===== src/hw/rtl/mhb_pkg.sv =====
// mhb_pkg: shared types, codes and defaults of the multidimensional histogram binner.
// Used by mhb_edge_search and multidim_histogram_binner; depends on nothing.
`timescale 1ns / 1ps

package mhb_pkg;

  // Parameter defaults
  localparam int MAX_BINS_DEF    = 16;
  localparam int MAX_DIMS_DEF    = 3;
  localparam int COUNT_WIDTH_DEF = 32;
  localparam int VALUE_WIDTH_DEF = 32;

  // Cell address space, fixed by the cell_index field
  localparam int CELL_W     = 12;
  localparam int CELL_DEPTH = 1 << CELL_W;

  // Smallest bin count in use
  localparam int MIN_BINS = 2;

  // Item kinds
  localparam logic [1:0] KIND_EDGE  = 2'd0;
  localparam logic [1:0] KIND_COORD = 2'd1;
  localparam logic [1:0] KIND_READ  = 2'd2;

  // Configuration register indexes
  localparam logic CFG_NUM_BINS = 1'b0;
  localparam logic CFG_NUM_DIMS = 1'b1;

  // Configuration reset values
  localparam logic [4:0] NUM_BINS_RST = 5'd16;
  localparam logic [1:0] NUM_DIMS_RST = 2'd2;

  // Input item
  typedef struct packed {
    logic [1:0]         kind;
    logic [3:0]         edge_index;
    logic signed [31:0] value;
    logic [11:0]        cell_index;
  } in_item_t;

  // Result item
  typedef struct packed {
    logic [3:0]  bin_index;
    logic [11:0] point_cell;
    logic        point_done;
    logic [31:0] cell_count;
    logic [31:0] total_count;
  } out_item_t;

  // Commands from the sequencer to the edge search unit
  typedef struct packed {
    logic edge_we;
    logic start;
  } srch_cmd_t;

  // Sequencer states
  typedef enum logic [2:0] {
    ST_CLEAR,
    ST_IDLE,
    ST_SEARCH,
    ST_RMW,
    ST_READ
  } state_t;

endpackage


===== src/hw/rtl/mhb_edge_search.sv =====
// mhb_edge_search: interior edge table and the binary search that places a coordinate.
// Depends on mhb_pkg for the command struct.
`timescale 1ns / 1ps

module mhb_edge_search
  import mhb_pkg::*;
#(
  parameter int MAX_BINS    = MAX_BINS_DEF,
  parameter int VALUE_WIDTH = VALUE_WIDTH_DEF,
  localparam int BIN_W      = $clog2(MAX_BINS),
  localparam int NB_W       = $clog2(MAX_BINS + 1)
) (
  input  logic             clk,
  input  logic             rst_n,
  input  srch_cmd_t        cmd,
  input  logic [3:0]       edge_idx,
  input  logic [31:0]      value,
  input  logic [NB_W-1:0]  nb,
  output logic             done,
  output logic [BIN_W-1:0] bin
);

  logic [VALUE_WIDTH-1:0] edge_q [1:MAX_BINS-1];
  logic [VALUE_WIDTH-1:0] key_in;
  logic [VALUE_WIDTH-1:0] key_r;
  logic [VALUE_WIDTH-1:0] edge_rd;
  logic [BIN_W-1:0]       lo_r;
  logic [BIN_W-1:0]       hi_r;
  logic [BIN_W:0]         mid_sum;
  logic [BIN_W-1:0]       mid;
  logic [BIN_W-1:0]       probe;
  logic                   active_r;
  logic [6:0]             eidx_ext;
  logic                   eidx_ok;
  logic                   below;

  // Low VALUE_WIDTH bits of the value, compared as signed
  assign key_in = VALUE_WIDTH'($unsigned(value));

  // Edge write, index range checked
  assign eidx_ext = {3'b000, edge_idx};
  assign eidx_ok  = (eidx_ext != 7'd0) && (eidx_ext < 7'(MAX_BINS));

  always_ff @(posedge clk) begin
    if (cmd.edge_we && eidx_ok) begin
      edge_q[eidx_ext[BIN_W-1:0]] <= key_in;
    end
  end

  // Probe the upper edge of the middle bin
  assign mid_sum = {1'b0, lo_r} + {1'b0, hi_r};
  assign mid     = mid_sum[BIN_W:1];
  assign probe   = mid + BIN_W'(1);
  assign edge_rd = edge_q[probe];
  assign below   = $signed(key_r) < $signed(edge_rd);

  // One halving step per cycle
  always_ff @(posedge clk) begin
    if (!rst_n) begin
      active_r <= 1'b0;
    end else if (cmd.start) begin
      active_r <= 1'b1;
    end else if (active_r && !(hi_r > lo_r)) begin
      active_r <= 1'b0;
    end
  end

  always_ff @(posedge clk) begin
    if (cmd.start) begin
      key_r <= key_in;
      lo_r  <= '0;
      hi_r  <= BIN_W'(nb - NB_W'(1));
    end else if (active_r && (hi_r > lo_r)) begin
      if (below) begin
        hi_r <= mid;
      end else begin
        lo_r <= probe;
      end
    end
  end

  assign done = active_r && !(hi_r > lo_r);
  assign bin  = lo_r;

endmodule


===== config.mk =====
export PLATFORM = sky130hd
export DESIGN_NAME = mhb_edge_search
export DESIGN_NICKNAME = d
export VERILOG_FILES = /design/src/hw/rtl/mhb_pkg.sv /design/src/hw/rtl/mhb_edge_search.sv
export SDC_FILE = /design/constraint.sdc
export NUM_CORES = 1
export LEC_CHECK = 0
export BUFFER_PORTS_ARGS = -buffer_cell sky130_fd_sc_hd__buf_2
export CORE_MARGIN = 1
export CORE_UTILIZATION = 59
export CTS_CLUSTER_SIZE = 16
export DETAILED_ROUTE_END_ITERATION = 10
export PLACE_DENSITY = 0.72
export SYNTH_ARGS = -nofsm -noshare
export SYNTH_HDL_FRONTEND = slang
export SYNTH_SLANG_ARGS = --single-unit

===== constraint.sdc =====
create_clock -name clk -period 6.8 [get_ports clk]
set_clock_uncertainty 0.1 [all_clocks]
set_input_delay 0 -clock clk [delete_from_list [all_inputs] [get_ports clk]]
set_output_delay 0 -clock clk [all_outputs]
set_load 0.02 [all_outputs]

==> flow_results.org, run 1 <==
** Die
- Horiz. Die Dim :: ~190 um
- Ports :: 50
- Site Rows :: 68
- The core region is 34,600 sq um.
- Overall die height :: 190 um
- Die area :: 36,000 sq um
- Effective utilization at floorplan :: 60.1%

** STA
- At the pin with the least slew margin, the transition time is 1.11 ns.
- Final-report hold violation count :: 0
- Setup repair after global routing left no endpoint under its margin.
- Normalized max-slew margin :: roughly a quarter
- After routing, the total negative slack on setup checks comes to 0 ns.
- Final hold slack :: 0.0974 ns
- F_max :: around 0.16 GHz
- The worst path needs 6.11 ns of the cycle, external delays included.
- Max Slew Vio Count :: 0
- Worst Slack Setup Final :: 0.690 ns
- Crit share post-route :: 89.9%
- Final setup vio count :: 0

** Final layout
- Proportion of layout cells with a drive suffix above 1 :: 20.8%
- After filler insertion, the fill cell instance count of the layout stands at 2,235.
- Total Nets Final :: 1,299
- Final cell count without fillers :: between 1.5k and 2k
- Ant. Diodes :: 0
- Layout-stage area growth over the synthesis result :: 14.3%

** Setup path
- Setup crit end :: bin[3]$_SDFFE_PP0P_
- Data on the critical path arrives at its endpoint at 6.45 ns.
- Data required time at the worst endpoint :: 7.14 ns
- The worst setup path is of the flop to flop kind.
- STA classifies the critical path endpoint as a flop.
- Setup crit start kind :: flop
- The startpoint identified for the worst register-to-register timing path is hi_r[0]$_DFFE_PP_.
- Endpoint of the lowest-slack register-to-register path :: bin[3]$_SDFFE_PP0P_
- Launch point of the critical path :: hi_r[0]$_DFFE_PP_
- For flop-to-flop paths, the worst setup slack is 0.69 ns.
- For the worst flop-to-flop path, the logic depth is 18.
- Crit Path Max Fanout :: 54

** Global routing
- GR Layer Usage met1 :: between 30% and 40%
- Met2 Use GR :: 37.3%
- Pin count of the biggest net entering global routing :: 78
- For this run, global-route usage on met3 was measured as 3.43%.
- Global routing's busiest layer :: met2
- The initial antenna violation count is 0.
- Summed over all layers, the global routing overflow is 0.
- Total Routing Usage GR :: 23.1%
- First-pass GRT wire length :: 61,100 um
- The via count of the first global-routing pass came to 10.5k.

** Clocking
- # Post-CTS Setup Buffers :: 0
- TritonCTS created 51 clock buffers.
- Longest Clk Path Bufs :: 3
- For the worst-skew pair, the clock arrives at the later sink with an insertion delay of around 0.56 ns.
- The clock tree synthesis step divided the H-tree into 2 levels.
- Clock sink count :: 521
- TritonCTS built the clock tree.
- Clock-pin slew was measured on the worst setup and hold paths at around 0.060 ns.
- Clock root buffer :: sky130_fd_sc_hd__clkbuf_16

** Job
- Max cap viols :: 0

** Synth
- The share of the Yosys chip area taken by registers is 75.0%.
- Library cells used by synthesis :: a little over 40
- Of the post-synthesis cell area, the dominant cell type holds 74.5%.
- Syn Area/Cell :: around 19 sq um
- In the synthesized netlist the async set-or-reset flop fraction comes to 0%.
- The synthesized design contains 516 enable-type register cells.
- For this run, the number of Yosys warnings is 0.
- Among all flip-flop cells after synthesis, the most frequent one is sky130_fd_sc_hd__edfxtp_1.
- Net count after synthesis :: 1,183
- The commonest cells after synthesis are 516 x sky130_fd_sc_hd__edfxtp_1, 99 x sky130_fd_sc_hd__mux4_2, 76 x sky130_fd_sc_hd__nand2_1.
- Synthesis produced a netlist whose cell count is around 1.1k.
- Most common cell in the synthesized netlist :: sky130_fd_sc_hd__edfxtp_1
- Cell area after technology mapping :: 20,800 sq um
- Area leader, netlist :: sky130_fd_sc_hd__edfxtp_1
- Cell types with the largest area share after synthesis :: sky130_fd_sc_hd__edfxtp_1 75%, sky130_fd_sc_hd__mux4_2 11%, sky130_fd_sc_hd__mux2i_1 3.2%
- Number of storage elements in the synthesis netlist :: 521

** Drt
- The routed layout has 10.2k vias.
- Number of remaining DRC errors :: 0
- First-pass iteration count of the detailed router :: 5
- Post-DR vias/cell :: approximately 6
- The detailed router finished its first iteration with 863 violations.
- Post-DRT Antenna Nets :: 0
- Wire per inst :: 23.3 um
- Wires add up to slightly below 40,000 um.

** Placement
- DPL Wire Length :: between 15,000 and 20,000 um
- Dpl ws :: 0.675 ns
- Inst Count DP :: 1,576
- # port buffers :: 48
- At the end of routability-driven placement, the weighted congestion stood at 0.744.

** Hold path
- Worst min-delay path class :: input pin to flop

** Run status
- The run finished with clean final reports.
[how the worst min path moves through the flow]
stage	end	start	slack, ns	cells past startpoint
2_1_floorplan	edge_q[10][0]$_DFFE_PP_	value[0]	-0.001	0
3_3_place_gp	active_r$_SDFFE_PN0P_	rst_n	0.10	2
3_5_place_dp	active_r$_SDFFE_PN0P_	rst_n	0.12	2
4_1_cts	active_r$_SDFFE_PN0P_	rst_n	0.06	3
5_1_grt	active_r$_SDFFE_PN0P_	rst_n	0.12	3
6_report	active_r$_SDFFE_PN0P_	rst_n	0.1	3
[critical path, stage by stage, from the launching register on]
cell                        delay [ns]
sky130_fd_sc_hd__edfxtp_1         0.38
sky130_fd_sc_hd__ha_1             0.23
sky130_fd_sc_hd__fa_4             0.84
sky130_fd_sc_hd__buf_12           0.39
sky130_fd_sc_hd__nand2_1          0.25
sky130_fd_sc_hd__nor2_1           0.22
sky130_fd_sc_hd__xnor2_2          0.15
sky130_fd_sc_hd__buf_4            0.40
sky130_fd_sc_hd__nor2_1           0.09
sky130_fd_sc_hd__a21oi_1          0.14
sky130_fd_sc_hd__ha_1             0.27
sky130_fd_sc_hd__a21o_1           0.17
sky130_fd_sc_hd__a2111oi_0        0.56
sky130_fd_sc_hd__o21ai_1          0.20
sky130_fd_sc_hd__a21oi_1          0.17
sky130_fd_sc_hd__o22ai_1          0.12
sky130_fd_sc_hd__a211oi_1         0.50
sky130_fd_sc_hd__mux2i_2          0.44
sky130_fd_sc_hd__mux2_1           0.36
[cell families (layout without fill, tap and decap cells)]
family	count (synthesis)	count (layout)	share of synthesized area (%)
DFF	521	521	75.0
muxes	170	170	14.2
and+or+nand+nor	162	162	3.31
AOI/OAI and AO/OA	133	133	3.52
buffers and inverters	62	214	1.20
adders and majority gates	42	42	2.56
xor gates and xnor gates	6	6	0.253
[per-layer routing]
| layer | up-vias | routed length (um) |
|---|---|---|
| met2 | 330 | 19300 |
| met5 | - | 0 |
| met4 | 0 | 641 |
| met1 | 5213 | 17200 |
| li1 | 4637 | - |
| met3 | 50 | 2570 |
[area by class of cell]
cell class | count | area, sq um | area share (%)
clock buffer | 66 | 1380 | 5.78
clock inverter | 23 | 229 | 0.963
inverter | 12 | 45.0 | 0.189
multi-input combinational | 513 | 5090 | 21.4
sequential | 521 | 15600 | 65.6
tap | 455 | 569 | 2.39
timing repair buffer | 113 | 873 | 3.67
[timing repair]
item,4_1_cts,5_1_grt
hold endpoints to repair,517,0
setup endpoints to repair,0,0
resized for setup,0,0
hold buffers,38,0
[stage by stage]
step                      instance area [sq um]  utilization, %
after CTS                                 23800            68.7
after detailed placement                  21800            62.9
after global placement                    21800            62.9
final                                     23800            68.7
after floorplan                           20800               -
after global routing                      23800            68.7
[layout by cell type, fill, tap and decap left out, drive strengths merged, types with 2 or more instances in the layout]
| master | count |
|---|---|
| mux2i | 68 |
| clkinv | 17 |
| nand4 | 6 |
| nand2 | 76 |
| ha | 41 |
| clkinvlp | 2 |
| nor2b | 3 |
| a2111oi | 2 |
| buf | 75 |
| xnor2 | 5 |
| nand3b | 2 |
| dfxtp | 5 |
| edfxtp | 516 |
| bufinv | 5 |
| a21o | 13 |
| inv | 11 |
| o21ai | 67 |
| dlygate4sd3 | 38 |
| nor3 | 6 |
| mux4 | 99 |
| nand2b | 6 |
| mux2 | 3 |
| clkbuf | 66 |
| nand3 | 3 |
| nor2 | 55 |
| o21a | 4 |
| a21oi | 42 |
[flip-flops by register name, indices dropped and copies added (netlist names)]
| name | count |
|---|---|
| active_r | 1 |
| bin | 4 |
| edge_q | 480 |
| hi_r | 4 |
| key_r | 32 |
Power of run 1 is not shown: default switching activity piles up to over one toggle a cycle in this logic, so the estimate is an artifact.
==> inputs of run 2 (changes only) <==
--- a/config.mk
+++ b/config.mk
@@ -10,6 +10,7 @@
 export CORE_UTILIZATION = 59
 export CTS_CLUSTER_SIZE = 16
 export DETAILED_ROUTE_END_ITERATION = 10
+export MAX_ROUTING_LAYER = met4
 export PLACE_DENSITY = 0.72
 export SYNTH_ARGS = -nofsm -noshare
 export SYNTH_HDL_FRONTEND = slang
==> run 2 against run 1 <==
Net effect:
- setup slack worse by 0.037 ns
- die area stayed put
- cell count did not move
- register-to-register slack worse by 0.04 ns
- utilization unchanged
- routed wire length is essentially flat
- maximum frequency down 0.60%
- first-iteration DRC count decreased by 1.7%
- sequential share of layout area did not move
- global-route usage is 0.73 points higher
- count of clock-buffer cells in the layout unchanged
- largest cell class unchanged
==> flow_results.org, run 2 (synthesized netlist as in run 1, its figures left out) <==
** Run status
- Status :: completed

** Global routing
- Initial antenna violation count :: 0 (unchanged)
- The first-pass GRT wire length is 61,100 um (about the same).
- Number of global-route vias before repair :: 10.5k (-0.0095%)
- The total global routing track utilization was 23.8% (+0.73 points).
- The pin count of the biggest net entering global routing was 78 (unchanged).
- Global route total overflow :: 0 (unchanged)

** Final layout
- The area growth from synthesis to final layout was 14.3% (unchanged).
- The top cell types in the final layout, fill and taps aside, are 516 x sky130_fd_sc_hd__edfxtp_1, 99 x sky130_fd_sc_hd__mux4_2, 76 x sky130_fd_sc_hd__nand2_1, 67 x sky130_fd_sc_hd__mux2i_1, 60 x sky130_fd_sc_hd__o21ai_0.
- Leaving out fill and tap cells, the most frequent cell in the layout is sky130_fd_sc_hd__edfxtp_1.
- The net count reported at finish was 1,299 (unchanged).
- Proportion of layout cells with a drive suffix above 1 :: 20.8% (unchanged)
- The flip-flop count of the largest register, all copies and words added is 480 (unchanged).
- The number of antenna cells inserted is 0 (unchanged).
- Post-layout instance area :: 23,800 sq um (unchanged)

** Clocking
- The clock edge transition at the registers on the reported setup and hold paths is 0.06 ns (about the same).
- Clock root buffer :: sky130_fd_sc_hd__clkbuf_16
- The later-pin clock latency in the skew report came to 0.57 ns (about the same).
- CTS tree :: built
- The H-tree depth reported by CTS is 2 (unchanged).
- The clock sink total was 521 (unchanged).
- TritonCTS Buffers :: 51 (unchanged)
- Resize count post-CTS :: 0 (unchanged)
- Longest Clk Path Bufs :: 3 (unchanged)
- The number of buffers added for setup after CTS is 0 (unchanged).

** Setup path
- CP bufs+invs :: 2 (unchanged)
- The slowest stage of the critical path belongs to the cell sky130_fd_sc_hd__fa_4.
- Category of the critical setup timing path :: flop to flop
- STA classifies the critical path startpoint as a flop.
- The stage delay of the slowest cell on the critical path was 0.84 ns (about the same).
- Traced cell by cell, the critical path runs through ha_1 -> fa_4 -> buf_12 -> nand2_1 -> nor2_1 -> xnor2_2 -> buf_4 -> nor2_1 -> a21oi_1 -> ha_1 -> a21o_1 -> a2111oi_0 -> o21ai_1 -> a21oi_1 -> o22ai_1 -> a211oi_1 -> mux2i_2 -> mux2_1.
- The required time at the worst-slack endpoint came to 7.14 ns (about the same).
- Setup crit end kind :: flop
- Crit Path Max Fanout :: 54 (unchanged)
- On the critical path the largest part of the delay comes from compound AO/OA/AOI/OAI gates.
- The internal reg-to-reg setup slack was 0.65 ns (-0.04 ns).
- The data arrival time of the worst path came to 6.49 ns (+0.04 ns).

** Drt
- Post-DRT Antenna Nets :: 0 (unchanged)
- First DRT Iteration DRCs :: 848 (-1.7%)
- Routed wire length :: 39,800 um (about the same)
- First-pass iteration count of the detailed router :: 5 (unchanged)
- Number of remaining DRC errors :: 0 (unchanged)
- Post-DR vias/cell :: 6.01 (+0.11%)
- Vias post-DR :: 10.2k (+0.11%)
- The per-cell routed wire length came to 23.3 um (about the same).

** Die
- Overall die height :: 190 um (unchanged)
- The number of rows in the core area came to 68 (unchanged).
- The area inside the core boundary came to 34,600 sq um (unchanged).
- Effective utilization at floorplan :: 60.1% (unchanged)
- Die area :: 36,000 sq um (unchanged)
- Ports :: 50 (unchanged)
- The horizontal die dimension was 190 um (unchanged).

** Placement
- The routability congestion estimate from global placement is 0.753 (+1.3%).
- # port buffers :: 48 (unchanged)
- Standard cell area after detailed placement :: 21,800 sq um (unchanged)
- The detailed-placement wirelength estimate came to 19,500 um (unchanged).
- The worst slack after detailed placement came to 0.675 ns (unchanged).

** STA
- Clock period minus worst slack :: 6.15 ns (+0.0369 ns)
- Setup repair after global routing left no endpoint under its margin.
- The final number of setup-violating endpoints came to 0 (unchanged).
- Actual slew at the worst max-slew pin :: 1.11 ns (-0.00447 ns)
- Crit share post-route :: 90.4% (+0.54 points)
- Post-Route Setup TNS :: 0 ns (unchanged)
- The smallest hold slack is 0.0978 ns (+0.000379 ns).
- The final hold violation count was 0 (unchanged).
- Worst Slack Setup Final :: 0.653 ns (-0.0369 ns)
- F_max :: 0.163 GHz (-0.60%)
- Normalized max-slew margin :: 26.2% (+0.30 points)
- The final-report max-slew violation count came to 0 (unchanged).

** Job
- The number of violations of the max-capacitance limit is 0 (unchanged).

** Hold path
- In this run the worst hold path is classified as input pin to flop.
## run 2: per-layer routing
layer | routed length (um) | share of wire, % | track usage (%)
met1 | 17300 | 43 | 33.9
met2 | 19400 | 49 | 37.3
met3 | 2470 | 6.2 | 3.38
met4 | 639 | 1.6 | 5.49
met5 | 0 | 0 | -
## run 2: final cells by class
class / instances / area (sq um)
Timing Repair Buffer: 113 / 873
Clock inverter: 23 / 229
Clock buffer: 66 / 1380
Sequential cell: 521 / 15600
Inverter: 12 / 45.0
Multi-Input combinational cell: 513 / 5090
Tap cell: 455 / 569
Fill cell: 2235 / 10800
## run 2: through the flow
stage,cells,utilization [%]
after floorplan,1096,-
after global placement,1576,62.9
after detailed placement,1576,62.9
after CTS,1703,68.7
after global routing,1703,68.7
final,1703,68.7
## run 2: final timing paths
kind / start / end / depth (start not counted)
worst max-delay path: hi_r[0]$_DFFE_PP_ / bin[3]$_SDFFE_PP0P_ / 18
worst min-delay path: rst_n / active_r$_SDFFE_PN0P_ / 3
worst max register to register: hi_r[0]$_DFFE_PP_ / bin[3]$_SDFFE_PP0P_ / 18
worst min register to register: bin[2]$_SDFFE_PP0P_ / bin[2]$_SDFFE_PP0P_ / 2
## run 2: worst register-to-register path: cells and delay by family (launching register included)
family	cells	cell delay, ns
AOI/OAI and AO/OA	7	1.88
adders and majority gates	3	1.34
muxes	2	0.81
buffers and inverters	2	0.80
and+or+nand+nor	3	0.59
DFF	1	0.38
xor gates and xnor gates	1	0.15
## run 2: timing repair
action | 4_1_cts | 5_1_grt
endpoints found under the setup margin | 0 | 0
endpoints found under the hold margin | 517 | 0
hold buffers | 38 | 0
Power of run 2 is left out for the same reason.
